## config.mk

```make
export PLATFORM = sky130hd
export DESIGN_NAME = annexb_nal_splitter_au_grouper_unit
export DESIGN_NICKNAME = d
export VERILOG_FILES = /design/src/hw/rtl/anxb_pkg.sv /design/src/hw/rtl/anxb_scanner.sv /design/src/hw/rtl/anxb_queue.sv /design/src/hw/rtl/anxb_grouper.sv /design/src/hw/rtl/annexb_nal_splitter_au_grouper_unit.sv
export SDC_FILE = /design/constraint.sdc
export NUM_CORES = 1
export LEC_CHECK = 0
export ABC_AREA = 1
export BUFFER_PORTS_ARGS = -buffer_cell sky130_fd_sc_hd__buf_2
export CAP_MARGIN = 40
export CORE_MARGIN = 3
export CORE_UTILIZATION = 57
export DETAILED_ROUTE_END_ITERATION = 8
export PLACE_DENSITY = 0.84
export SYNTH_ARGS = -nofsm -noshare
export SYNTH_HDL_FRONTEND = slang
export SYNTH_HIERARCHICAL = 1
export SYNTH_SLANG_ARGS = --single-unit
export TNS_END_PERCENT = 100
```

## constraint.sdc

```tcl
create_clock -name clk -period 15.7 [get_ports clk]
set_input_delay 2.355 -clock clk [delete_from_list [all_inputs] [get_ports clk]]
set_output_delay 2.355 -clock clk [all_outputs]
set_load 0.005 [all_outputs]
```

## src/hw/rtl/anxb_pkg.sv

```systemverilog
package anxb_pkg;

    // Width of stream offsets and NAL lengths
    localparam int OFFSET_BITS = 32;
    localparam int UNIT_BITS   = 32;
    localparam int KIND_BITS   = 6;

    // Record queue between scanner and grouper
    localparam int QDEPTH = 4;
    localparam int QPTR_W = $clog2(QDEPTH);
    localparam int QCNT_W = $clog2(QDEPTH + 1);

    // Output word layout
    localparam int OUT_FIELDS_W = 2 * OFFSET_BITS + 3 + KIND_BITS + UNIT_BITS;
    localparam int OUT_TDATA_W  = ((OUT_FIELDS_W + 7) / 8) * 8;
    localparam int OUT_PAD_W    = OUT_TDATA_W - OUT_FIELDS_W;

    // NAL unit type codes
    localparam logic [KIND_BITS-1:0] H264_KIND_SLICE = 6'd1;
    localparam logic [KIND_BITS-1:0] H264_KIND_IDR   = 6'd5;
    localparam logic [KIND_BITS-1:0] H264_KIND_AUD   = 6'd9;
    localparam logic [KIND_BITS-1:0] H265_KIND_AUD   = 6'd35;
    localparam logic [KIND_BITS-1:0] H265_VCL_LAST   = 6'd31;

    // Raw NAL record as produced by the scanner
    typedef struct packed {
        logic [OFFSET_BITS-1:0] start;
        logic [OFFSET_BITS-1:0] len;
        logic                   four;
        logic                   hdr_ok;
        logic [7:0]             hdr;
        logic                   fin;
    } nal_rec_t;

    // Up to two records per accepted byte; rec0 is the older one
    typedef struct packed {
        logic [1:0] vld;
        nal_rec_t   rec0;
        nal_rec_t   rec1;
    } nal_push_t;

endpackage

```

## src/hw/rtl/anxb_scanner.sv

```systemverilog
module anxb_scanner
    import anxb_pkg::*;
(
    input  logic       clk,
    input  logic       rst_n,
    input  logic       byte_valid,
    input  logic       q_ready,
    input  logic [7:0] data_byte,
    input  logic       end_of_stream,
    output nal_push_t  push
);

    logic [1:0]             zero_run_reg, zero_run_next;
    logic [1:0]             head_cnt_reg, head_cnt_next;
    logic [OFFSET_BITS-1:0] pos_reg, pos_next;
    logic                   inside_reg, inside_next;
    logic [OFFSET_BITS-1:0] start_reg, start_next;
    logic                   four_reg, four_next;
    logic [7:0]             hdr_reg, hdr_next;
    logic [2:0]             tail_reg, tail_next;

    logic                   accept;
    logic                   code;
    logic                   code_four;
    logic [1:0]             zc;
    logic [OFFSET_BITS-1:0] code_start;
    logic                   upd_inside;
    logic [OFFSET_BITS-1:0] upd_start;
    logic                   upd_four;
    logic [7:0]             upd_hdr;
    logic [2:0]             upd_tail;
    logic [1:0]             upd_zero_run;
    logic [1:0]             upd_head_cnt;

    assign accept = byte_valid && q_ready;

    always_comb
    begin
        code_four  = (zero_run_reg == 2'd3);
        code       = (data_byte == 8'h01) &&
                     (code_four || ((zero_run_reg == 2'd2) && (head_cnt_reg == 2'd3) &&
                                    !end_of_stream));
        zc         = code_four ? 2'd3 : 2'd2;
        code_start = pos_reg - OFFSET_BITS'(zc);

        upd_inside = inside_reg;
        upd_start  = start_reg;
        upd_four   = four_reg;
        upd_hdr    = hdr_reg;
        upd_tail   = tail_reg;
        if (code)
        begin
            upd_inside = 1'b1;
            upd_start  = code_start;
            upd_four   = code_four;
            upd_hdr    = 8'h00;
            upd_tail   = 3'd0;
        end
        else if (inside_reg)
        begin
            if (tail_reg == 3'd0)
                upd_hdr = data_byte;
            if (tail_reg < 3'd4)
                upd_tail = tail_reg + 3'd1;
        end

        if (data_byte == 8'h00)
            upd_zero_run = (zero_run_reg == 2'd3) ? 2'd3 : zero_run_reg + 2'd1;
        else
            upd_zero_run = 2'd0;
        upd_head_cnt = (head_cnt_reg == 2'd3) ? 2'd3 : head_cnt_reg + 2'd1;

        // previous NAL closed by a new start code
        push.vld[0]       = accept && code && inside_reg;
        push.rec0.start   = start_reg;
        push.rec0.len     = code_start - start_reg;
        push.rec0.four    = four_reg;
        push.rec0.hdr_ok  = (tail_reg > 3'(zc));
        push.rec0.hdr     = hdr_reg;
        push.rec0.fin     = 1'b0;

        // NAL closed by end of stream
        push.vld[1]       = accept && end_of_stream && upd_inside;
        push.rec1.start   = upd_start;
        push.rec1.len     = pos_reg + OFFSET_BITS'(1) - upd_start;
        push.rec1.four    = upd_four;
        push.rec1.hdr_ok  = (upd_tail != 3'd0);
        push.rec1.hdr     = upd_hdr;
        push.rec1.fin     = 1'b1;

        zero_run_next = zero_run_reg;
        head_cnt_next = head_cnt_reg;
        pos_next      = pos_reg;
        inside_next   = inside_reg;
        start_next    = start_reg;
        four_next     = four_reg;
        hdr_next      = hdr_reg;
        tail_next     = tail_reg;
        if (accept)
        begin
            if (end_of_stream)
            begin
                zero_run_next = 2'd0;
                head_cnt_next = 2'd0;
                pos_next      = '0;
                inside_next   = 1'b0;
                start_next    = '0;
                four_next     = 1'b0;
                hdr_next      = 8'h00;
                tail_next     = 3'd0;
            end
            else
            begin
                zero_run_next = upd_zero_run;
                head_cnt_next = upd_head_cnt;
                pos_next      = pos_reg + OFFSET_BITS'(1);
                inside_next   = upd_inside;
                start_next    = upd_start;
                four_next     = upd_four;
                hdr_next      = upd_hdr;
                tail_next     = upd_tail;
            end
        end
    end

    always_ff @(posedge clk or negedge rst_n)
    begin
        if (!rst_n)
        begin
            zero_run_reg <= 2'd0;
            head_cnt_reg <= 2'd0;
            pos_reg      <= '0;
            inside_reg   <= 1'b0;
            start_reg    <= '0;
            four_reg     <= 1'b0;
            hdr_reg      <= 8'h00;
            tail_reg     <= 3'd0;
        end
        else
        begin
            zero_run_reg <= zero_run_next;
            head_cnt_reg <= head_cnt_next;
            pos_reg      <= pos_next;
            inside_reg   <= inside_next;
            start_reg    <= start_next;
            four_reg     <= four_next;
            hdr_reg      <= hdr_next;
            tail_reg     <= tail_next;
        end
    end

endmodule

```

## src/hw/rtl/anxb_queue.sv

```systemverilog
module anxb_queue
    import anxb_pkg::*;
(
    input  logic              clk,
    input  logic              rst_n,
    input  nal_push_t         push,
    output logic              push_ready,
    input  logic              pop,
    output logic              head_valid,
    output nal_rec_t          head,
    output logic [QCNT_W-1:0] level
);

    nal_rec_t            slot_reg [QDEPTH];
    logic [QPTR_W-1:0]   wr_ptr_reg, wr_ptr_next;
    logic [QPTR_W-1:0]   rd_ptr_reg, rd_ptr_next;
    logic [QCNT_W-1:0]   cnt_reg, cnt_next;

    logic [1:0]          n_push;
    logic                do_pop;
    nal_rec_t            wdata0;

    assign push_ready = (cnt_reg <= QCNT_W'(QDEPTH - 2));
    assign head_valid = (cnt_reg != '0);
    assign head       = slot_reg[rd_ptr_reg];
    assign level      = cnt_reg;
    assign do_pop     = pop && head_valid;

    always_comb
    begin
        n_push      = {1'b0, push.vld[0]} + {1'b0, push.vld[1]};
        // first present record goes to the write pointer
        wdata0      = push.vld[0] ? push.rec0 : push.rec1;
        wr_ptr_next = wr_ptr_reg + QPTR_W'(n_push);
        rd_ptr_next = rd_ptr_reg + QPTR_W'(do_pop);
        cnt_next    = cnt_reg + QCNT_W'(n_push) - QCNT_W'(do_pop);
    end

    always_ff @(posedge clk)
    begin
        if (n_push != 2'd0)
            slot_reg[wr_ptr_reg] <= wdata0;
        if (n_push == 2'd2)
            slot_reg[wr_ptr_reg + QPTR_W'(1)] <= push.rec1;
    end

    always_ff @(posedge clk or negedge rst_n)
    begin
        if (!rst_n)
        begin
            wr_ptr_reg <= '0;
            rd_ptr_reg <= '0;
            cnt_reg    <= '0;
        end
        else
        begin
            wr_ptr_reg <= wr_ptr_next;
            rd_ptr_reg <= rd_ptr_next;
            cnt_reg    <= cnt_next;
        end
    end

endmodule

```

## src/hw/rtl/anxb_grouper.sv

```systemverilog
module anxb_grouper
    import anxb_pkg::*;
(
    input  logic                   clk,
    input  logic                   rst_n,
    input  logic                   codec_is_h265,
    input  logic                   head_valid,
    input  nal_rec_t               head,
    output logic                   pop,
    output logic                   out_valid,
    input  logic                   out_ready,
    output logic [OUT_TDATA_W-1:0] out_data,
    output logic                   out_last
);

    logic                   has_vcl_reg, has_vcl_next;
    logic                   unit_open_reg, unit_open_next;
    logic [UNIT_BITS-1:0]   unit_cnt_reg, unit_cnt_next;
    logic                   out_valid_reg, out_valid_next;
    logic [OUT_TDATA_W-1:0] out_data_reg, out_data_next;
    logic                   out_last_reg, out_last_next;

    logic [KIND_BITS-1:0]   kind;
    logic                   is_aud;
    logic                   is_vcl;
    logic                   fresh;
    logic                   opens;
    logic                   bump;
    logic [UNIT_BITS-1:0]   cnt_upd;
    logic                   vcl_upd;

    assign pop       = head_valid && (!out_valid_reg || out_ready);
    assign out_valid = out_valid_reg;
    assign out_data  = out_data_reg;
    assign out_last  = out_last_reg;

    always_comb
    begin
        if (!head.hdr_ok)
            kind = '0;
        else if (codec_is_h265)
            kind = head.hdr[6:1];
        else
            kind = {1'b0, head.hdr[4:0]};

        is_aud = head.hdr_ok && (kind == (codec_is_h265 ? H265_KIND_AUD : H264_KIND_AUD));
        is_vcl = head.hdr_ok &&
                 (codec_is_h265 ? (kind <= H265_VCL_LAST)
                                : ((kind == H264_KIND_SLICE) || (kind == H264_KIND_IDR)));
        fresh  = is_aud || (is_vcl && has_vcl_reg);
        opens  = fresh || !unit_open_reg;
        bump   = fresh && unit_open_reg;

        cnt_upd = bump ? unit_cnt_reg + UNIT_BITS'(1) : unit_cnt_reg;
        vcl_upd = is_vcl || (has_vcl_reg && !bump);

        has_vcl_next   = has_vcl_reg;
        unit_open_next = unit_open_reg;
        unit_cnt_next  = unit_cnt_reg;
        out_valid_next = out_valid_reg && !out_ready;
        out_data_next  = out_data_reg;
        out_last_next  = out_last_reg;
        if (pop)
        begin
            out_valid_next = 1'b1;
            out_data_next  = {{OUT_PAD_W{1'b0}}, cnt_upd, opens, kind, head.hdr_ok,
                              head.four, head.len, head.start};
            out_last_next  = head.fin;
            if (head.fin)
            begin
                // stream over: grouping starts afresh
                has_vcl_next   = 1'b0;
                unit_open_next = 1'b0;
                unit_cnt_next  = '0;
            end
            else
            begin
                has_vcl_next   = vcl_upd;
                unit_open_next = 1'b1;
                unit_cnt_next  = cnt_upd;
            end
        end
    end

    always_ff @(posedge clk)
    begin
        out_data_reg <= out_data_next;
        out_last_reg <= out_last_next;
    end

    always_ff @(posedge clk or negedge rst_n)
    begin
        if (!rst_n)
        begin
            has_vcl_reg   <= 1'b0;
            unit_open_reg <= 1'b0;
            unit_cnt_reg  <= '0;
            out_valid_reg <= 1'b0;
        end
        else
        begin
            has_vcl_reg   <= has_vcl_next;
            unit_open_reg <= unit_open_next;
            unit_cnt_reg  <= unit_cnt_next;
            out_valid_reg <= out_valid_next;
        end
    end

endmodule

```

## src/hw/rtl/annexb_nal_splitter_au_grouper_unit.sv

```systemverilog
// Channel   Dir  Width  Word contents
// s_axis    in   8+1    tdata: data_byte; tlast: end_of_stream
// m_axis    out  112+1  tdata: NAL record fields; tlast: final_record
// cfg       in   1      codec_is_h265 write (cfg_wen / cfg_wdata)
//
// One byte per clock is accepted while ready; each byte is scanned in the cycle it
// is accepted and its records enter the queue at that same edge. A record is popped
// at the next edge at the earliest and shows on m_axis right after that edge.
// Output runs at one record per clock unless stalled, set by the grouper's single
// output register; a byte ending a NAL and the stream at once queues two records.
// s_axis_tready drops while the 4-entry record queue has fewer than two free slots.
// Reset clears all stream state, the queue and codec_is_h265; payload is not reset.
module annexb_nal_splitter_au_grouper_unit
    import anxb_pkg::*;
(
    input  logic                   clk,
    input  logic                   rst_n,

    input  logic                   cfg_wen,
    input  logic                   cfg_wdata,

    input  logic                   s_axis_tvalid,
    output logic                   s_axis_tready,
    input  logic [7:0]             s_axis_tdata,   // [7:0] data_byte
    input  logic                   s_axis_tlast,   // end_of_stream

    output logic                   m_axis_tvalid,
    input  logic                   m_axis_tready,
    // [31:0] nal_offset, [63:32] nal_length, [64] start_code_four,
    // [65] type_valid, [71:66] nal_kind, [72] opens_access_unit,
    // [104:73] unit_number, [111:105] zero
    output logic [OUT_TDATA_W-1:0] m_axis_tdata,
    output logic                   m_axis_tlast    // final_record
);

    logic              codec_reg, codec_next;

    nal_push_t         push;
    logic              q_ready;
    logic              q_pop;
    logic              q_valid;
    nal_rec_t          q_head;
    logic [QCNT_W-1:0] q_level;

    assign codec_next    = cfg_wen ? cfg_wdata : codec_reg;
    assign s_axis_tready = q_ready;

    always_ff @(posedge clk or negedge rst_n)
    begin
        if (!rst_n)
            codec_reg <= 1'b0;
        else
            codec_reg <= codec_next;
    end

    // Front: start code detection and NAL boundaries
    anxb_scanner u_scanner
    (
        .clk           (clk),
        .rst_n         (rst_n),
        .byte_valid    (s_axis_tvalid),
        .q_ready       (q_ready),
        .data_byte     (s_axis_tdata),
        .end_of_stream (s_axis_tlast),
        .push          (push)
    );

    // Decouples scanner from output back-pressure
    anxb_queue u_queue
    (
        .clk        (clk),
        .rst_n      (rst_n),
        .push       (push),
        .push_ready (q_ready),
        .pop        (q_pop),
        .head_valid (q_valid),
        .head       (q_head),
        .level      (q_level)
    );

    // Back: type classification, access-unit grouping, output register
    anxb_grouper u_grouper
    (
        .clk           (clk),
        .rst_n         (rst_n),
        .codec_is_h265 (codec_reg),
        .head_valid    (q_valid),
        .head          (q_head),
        .pop           (q_pop),
        .out_valid     (m_axis_tvalid),
        .out_ready     (m_axis_tready),
        .out_data      (m_axis_tdata),
        .out_last      (m_axis_tlast)
    );

`ifndef SYNTHESIS
    // queue never overfills
    a_queue_bound: assert property (@(posedge clk) disable iff (!rst_n)
        q_level <= QCNT_W'(QDEPTH))
        else $error("record queue overflow");

    // two records only when there is room for both
    a_push_room: assert property (@(posedge clk) disable iff (!rst_n)
        (push.vld == 2'b11) |-> (q_level <= QCNT_W'(QDEPTH - 2)))
        else $error("double push without room");

    // no header byte means type code zero
    a_kind_zero: assert property (@(posedge clk) disable iff (!rst_n)
        (m_axis_tvalid && !m_axis_tdata[65]) |-> (m_axis_tdata[71:66] == '0))
        else $error("nal_kind set without header");

    // the queue only pops when it has a record
    a_pop_nonempty: assert property (@(posedge clk) disable iff (!rst_n)
        q_pop |-> (q_level != '0))
        else $error("pop from empty queue");
`endif

endmodule
```

==> results.toml, run 1 <==
[global_route]
gr-total-overflow = 0
track_usage = 0.2843
grt_max_degree = 91
grt_pass1_wl_um = 128800
grt_pass1_vias = 24450
antenna_found_initial = 2

[synth]
yosysWarnings = 6
syn_area_per_cell_sq_um = 8.269
syn_inst = 3696
synth_area_sq_um = 30560

[timing]
tns_ns = 0
rsz0062_at_grt = "false"
fin_crit_sh = 0.4579
timing.hold.ws_ns = 0.5316
setup_violations = 0
finalHoldViolations = 0
clock_skew_ns = 0.02003
max_freq_mhz = 139.1
slew_headroom = 0.3316
tightestPinTransition_ns = 1.003
slew_viol_final = 0
finalCriticalPeriod_ns = 7.189

[routing]
vias = 25870
vias_per_cell = 5.809
routed_wl_um = 81380
routedWlPerCell_um = 18.28
drc = 0
route.antenna.remaining_nets = 0
dr.pass1.iters = 7
m1WireLength_um = 31980
route.met3.wl_um = 6286
drt_iter0_drc = 3098
wl_met2_um = 39030
top_layer = "met5"

[pwr]
p_per_area_nw_per_um2 = 213.4
p_leak_nw = 13.61
peakVddDrop_mv = 0.1452

[cells_and_area]
largest_reg_flops = 296
nFillCells = 4218
num-nets-final = 3813
syn2layout_area_growth_pct = 9.064
fin_cells = 4453
antenna_cells = 0
drive_above_1_share = 0.08738

[worst_setup_path]
rrSetupSlack_ns = 9.94
crit_path_end_kind = "register"
cp-endpoint = "u_queue/slot_reg[1][15]$_DFFE_PP_"
rr_endpoint = "u_queue/slot_reg[1][15]$_DFFE_PP_"
critical_path.cell_chain = "buf_2 > inv_1 > nand4_1 > nor3_1 > nand3_1 > inv_1 > nand2_1 > nor2_4 > buf_4 > ha_1 > nand3_4 > buf_4 > o31ai_4 > buf_4"
cp_common_cell = "buf_4"
timing.critical_path.from = "s_axis_tdata[4]"
critPathMaxFanout = 89
r2r.worst_path.cells = 12
cp.required_ns = 15.92
path_class = "in -> reg"
slowest_delay_ns = 0.63
crit_arrival_ns = 7.40
slowest_stage = "buf_4"
r2r_start = "u_queue/level[0]$_DFF_PN0_"
start_kind = "input port"

[floorplanning]
die-area_sq_um = 56430
row_count = 84
io_pins = 130
initial_core_util = 0.5793
chipWidth_um = 237.6
die_h_um = 237.6
core_area_sq_um = 52760

[cts]
cts_sinks = 525
cts_resized = 0
numCtsBuffers = 54
clk_pin_slew_worst_paths_ns = 0.06
post-cts-setup-buffers = 0
clock_latency_ns = 0.60
cts-root-buf = "clkbuf_16"
cts_hold_buf = 0
cts_tree = "done"
htree_levels = 2
clockBufferDepth = 3

[placement]
gp_congestion = 1.020
port_buffers = 122
hpwl_um = 55670
dp.cells = 4351

[min_path]
hp-class = "reg -> reg"

[job]
maxCapViolations = 0

[run_status]
status = "finished clean"
power breakdown:
| group | leakage (nW) | total, mW | internal (mW) | switching [mW] |
|---|---|---|---|---|
| Sequential | 5.46 | 2.05 | 1.95 | 0.0985 |
| Clock | 0.849 | 1.26 | 0.725 | 0.535 |
| Combinational | 7.30 | 3.81 | 1.22 | 2.58 |
final cells by class:
| class | instances | area, sq um | share of cell area |
|---|---|---|---|
| Sequential cell | 525 | 15150 | 0.4546 |
| Inverter | 390 | 1475 | 0.04426 |
| Timing Repair Buffer | 156 | 985.9 | 0.02958 |
| Tap cell | 688 | 860.8 | 0.02583 |
| Clock buffer | 74 | 1478 | 0.04433 |
| Multi-Input combinational cell | 2593 | 13130 | 0.3939 |
| Clock inverter | 27 | 250.2 | 0.007508 |
critical path, delay by kind of cell:
kind	cells	cell delay, ns
AOI/OAI and AO/OA	1	0.16
and+or+nand+nor	6	1.80
adders and majority gates	1	0.55
buffers and inverters	6	2.42
layer usage:
metal,global-route usage,vias to the layer above
li1,-,12360
met1,0.3653,11980
met2,0.4800,1259
met3,0.03956,265
met4,0.1338,4
met5,0,-
worst min-delay path by stage:
| stage | start | end | slack (ns) | cells after the start |
|---|---|---|---|---|
| detailed placement | u_scanner/hdr_reg[3]$_DFFE_PN0P_ | u_scanner/hdr_reg[3]$_DFFE_PN0P_ | 0.51 | 2 |
| global placement | u_queue/level[2]$_DFF_PN0_ | u_queue/level[2]$_DFF_PN0_ | 0.50 | 2 |
| global route | u_scanner/hdr_reg[1]$_DFFE_PN0P_ | u_scanner/hdr_reg[1]$_DFFE_PN0P_ | 0.57 | 2 |
| finish | u_scanner/hdr_reg[3]$_DFFE_PN0P_ | u_scanner/hdr_reg[3]$_DFFE_PN0P_ | 0.53 | 2 |
| floorplan | u_queue/rd_ptr_reg[1]$_DFF_PN0_ | u_queue/rd_ptr_reg[1]$_DFF_PN0_ | 0.44 | 2 |
| CTS | u_scanner/hdr_reg[3]$_DFFE_PN0P_ | u_scanner/hdr_reg[3]$_DFFE_PN0P_ | 0.53 | 2 |
stage by stage:
stage,util,instance area [sq um],setup WS (ns),total power [mW]
after floorplan,-,30580,5.243,4.679
after global routing,0.6318,33330,8.297,7.667
after detailed placement,0.5985,31580,8.037,5.778
final,0.6318,33330,8.511,7.115
after global placement,0.5958,31430,8.203,5.631
after CTS,0.6312,33300,8.629,7.059
placed cells by master, fill, tap and decap left out, types with 29 or more instances in the layout:
cell type    n
clkbuf_16   55
nand4_1     30
a21oi_1     96
dfrtp_1    122
o21ai_1    142
o21ai_0    525
inv_1      374
xnor2_1     29
nand3_1     85
buf_2      122
nand2_1    874
o22ai_1     55
edfxtp_1   402
ha_1        75
nor2_1     410
xor2_1     102
Power figures use the tool's default switching activity.
==> inputs of run 2 (changes only) <==
--- a/config.mk
+++ b/config.mk
@@ -11,7 +11,7 @@
 export CORE_MARGIN = 3
 export CORE_UTILIZATION = 57
 export DETAILED_ROUTE_END_ITERATION = 8
-export PLACE_DENSITY = 0.84
+export PLACE_DENSITY = 0.86
 export SYNTH_ARGS = -nofsm -noshare
 export SYNTH_HDL_FRONTEND = slang
 export SYNTH_HIERARCHICAL = 1
==> constraint.sdc (replaced) <==
create_clock -name clk -period 6.5 [get_ports clk]
set_input_delay 0.975 -clock clk [delete_from_list [all_inputs] [get_ports clk]]
set_output_delay 0.975 -clock clk [all_outputs]
set_load 0.005 [all_outputs]
==> run 2 against run 1 <==
Net effect:
- clock power rose by 130%
- final cell count is the same
- clock skew rose by 0.012 ns
- sequential share of layout area is essentially flat
- worst hold slack got worse by 0.29 ns
- global-route usage grew 0.60 points
- critical path type is now reg -> reg
- register-to-register slack worse by 8.7 ns
- combinational power is 140% higher
- clock-buffer cell count down 11
- sequential power increased by 140%
==> results.toml, run 2 (synthesis results as in run 1) <==
[run_status]
status = "finished clean"

[timing]
clock_skew_ns = 0.03242
setup_violations = 0
slew_headroom = 0.3952
finalHoldViolations = 0
fin_crit_sh = 0.8077
finalCriticalPeriod_ns = 5.250
rsz0062_at_grt = "false"
max_freq_mhz = 190.5
fin_ws_ns = 1.250
timing.hold.ws_ns = 0.2414
slew_viol_final = 0
tightestPinTransition_ns = 0.9071

[routing]
dr.pass1.iters = 6
vias_per_cell = 5.875
routed_wl_um = 83330
vias = 26160
route.antenna.remaining_nets = 0
drc = 0
routedWlPerCell_um = 18.71
drt_iter0_drc = 2748

[cells_and_area]
drive_above_1_share = 0.08845
fin_cells = 4453
layout_commonest_cell = "nand2_1"
antenna_cells = 0
syn2layout_area_growth_pct = 8.995
num-nets-final = 3814
layout_common_cells = "874 x nand2_1, 525 x o21ai_0, 409 x nor2_1, 402 x edfxtp_1, 374 x inv_1"
final_area_sq_um = 33310
largest_reg_flops = 296

[worst_setup_path]
start_kind = "register"
r2r_start = "u_scanner/pos_reg[0]$_DFFE_PN0P_"
crit_arrival_ns = 5.68
rrSetupSlack_ns = 1.25
path_class = "reg -> reg"
cp.required_ns = 6.93
slowest_stage = "dfrtp_1"
r2r.worst_path.cells = 26
critPathMaxFanout = 7
rr_endpoint = "u_queue/slot_reg[2][38]$_DFFE_PP_"
cp_common_cell = "inv_1"
crit_path_end_kind = "register"
slowest_delay_ns = 0.48

[pwr]
p_leak_nw = 13.58
p_per_area_nw_per_um2 = 512.1
peakVddDrop_mv = 0.2855

[cts]
cts_tree = "done"
clk_pin_slew_worst_paths_ns = 0.06
cts_hold_buf = 0
cts_sinks = 525
post-cts-setup-buffers = 0
numCtsBuffers = 53
cts_resized = 0
clockBufferDepth = 3
clock_latency_ns = 0.62
cts-root-buf = "clkbuf_16"
htree_levels = 2

[global_route]
grt_pass1_vias = 24740
met3_usage = 0.04362
gr-usage-met2 = 0.5016
grt_max_degree = 149
gr-total-overflow = 0
met1_usage = 0.3606
antenna_found_initial = 0
track_usage = 0.2903
grt_pass1_wl_um = 130700
busiest_layer = "met2"

[placement]
dp.cells = 4354
hpwl_um = 55770
place_area_sq_um = 31650
place_ws_ns = 1.093
gp_congestion = 1.007
port_buffers = 122

[floorplanning]
core_area_sq_um = 52760
die-area_sq_um = 56430
chipWidth_um = 237.6
initial_core_util = 0.5793
row_count = 84
io_pins = 130
die_h_um = 237.6

[job]
maxCapViolations = 0

[min_path]
hp-class = "in -> async"
[run 2: stage by stage]
step                TNS (ns)  utilization  total power, mW
floorplan             -64.67            -            11.31
global placement           0       0.5981            13.58
detailed placement         0       0.5999            13.94
CTS                        0       0.6314            16.94
global route               0       0.6314            18.32
finish                     0       0.6314            17.06
[run 2: where the power goes]
| group | total [mW] | switching (mW) | internal (mW) |
|---|---|---|---|
| Combinational | 9.15 | 6.23 | 2.92 |
| Clock | 2.95 | 1.30 | 1.64 |
| Sequential | 4.96 | 0.254 | 4.71 |
| Total | 17.1 | 7.79 | 9.27 |
[run 2: worst max path at each step]
stage / cells after the start / start / slack, ns / endpoint
finish: 26 / u_scanner/pos_reg[0]$_DFFE_PN0P_ / 1.25 / u_queue/slot_reg[2][38]$_DFFE_PP_
global route: 28 / u_scanner/pos_reg[0]$_DFFE_PN0P_ / 0.83 / u_queue/slot_reg[2][42]$_DFFE_PP_
CTS: 27 / u_scanner/pos_reg[0]$_DFFE_PN0P_ / 1.40 / u_queue/slot_reg[2][40]$_DFFE_PP_
detailed placement: 24 / s_axis_tdata[4] / 1.09 / u_queue/slot_reg[3][39]$_DFFE_PP_
global placement: 23 / s_axis_tdata[1] / 1.21 / u_queue/slot_reg[3][34]$_DFFE_PP_
floorplan: 13 / s_axis_tdata[4] / -0.30 / u_queue/slot_reg[2][0]$_DFFE_PP_
[run 2: final cells by class]
cell class              count  area [sq um]
fillers                  4259         19450
flip-flops and latches    525         15150
multi-input cells        2593         13130
inverters                 390          1475
clock buffers              63          1384
repair buffers            158          1028
well taps                 688         860.8
clock inverters            36         277.8
[run 2: layer usage]
layer | vias to the layer above | share of wire | wire length [um]
met5 | - | 0 | 0
met4 | 0 | 0.047 | 3897
met3 | 258 | 0.080 | 6639
met2 | 1397 | 0.49 | 40800
met1 | 12140 | 0.38 | 31990
li1 | 12360 | - | -
[run 2: critical path, delay by kind of cell, from the launching register on]
family / cells / cell delay, ns
flops: 1 / 0.48
compound gates: 4 / 0.89
fa+ha+maj: 3 / 0.80
buf+inv: 5 / 0.63
xor+xnor: 1 / 0.24
simple gates: 13 / 1.99
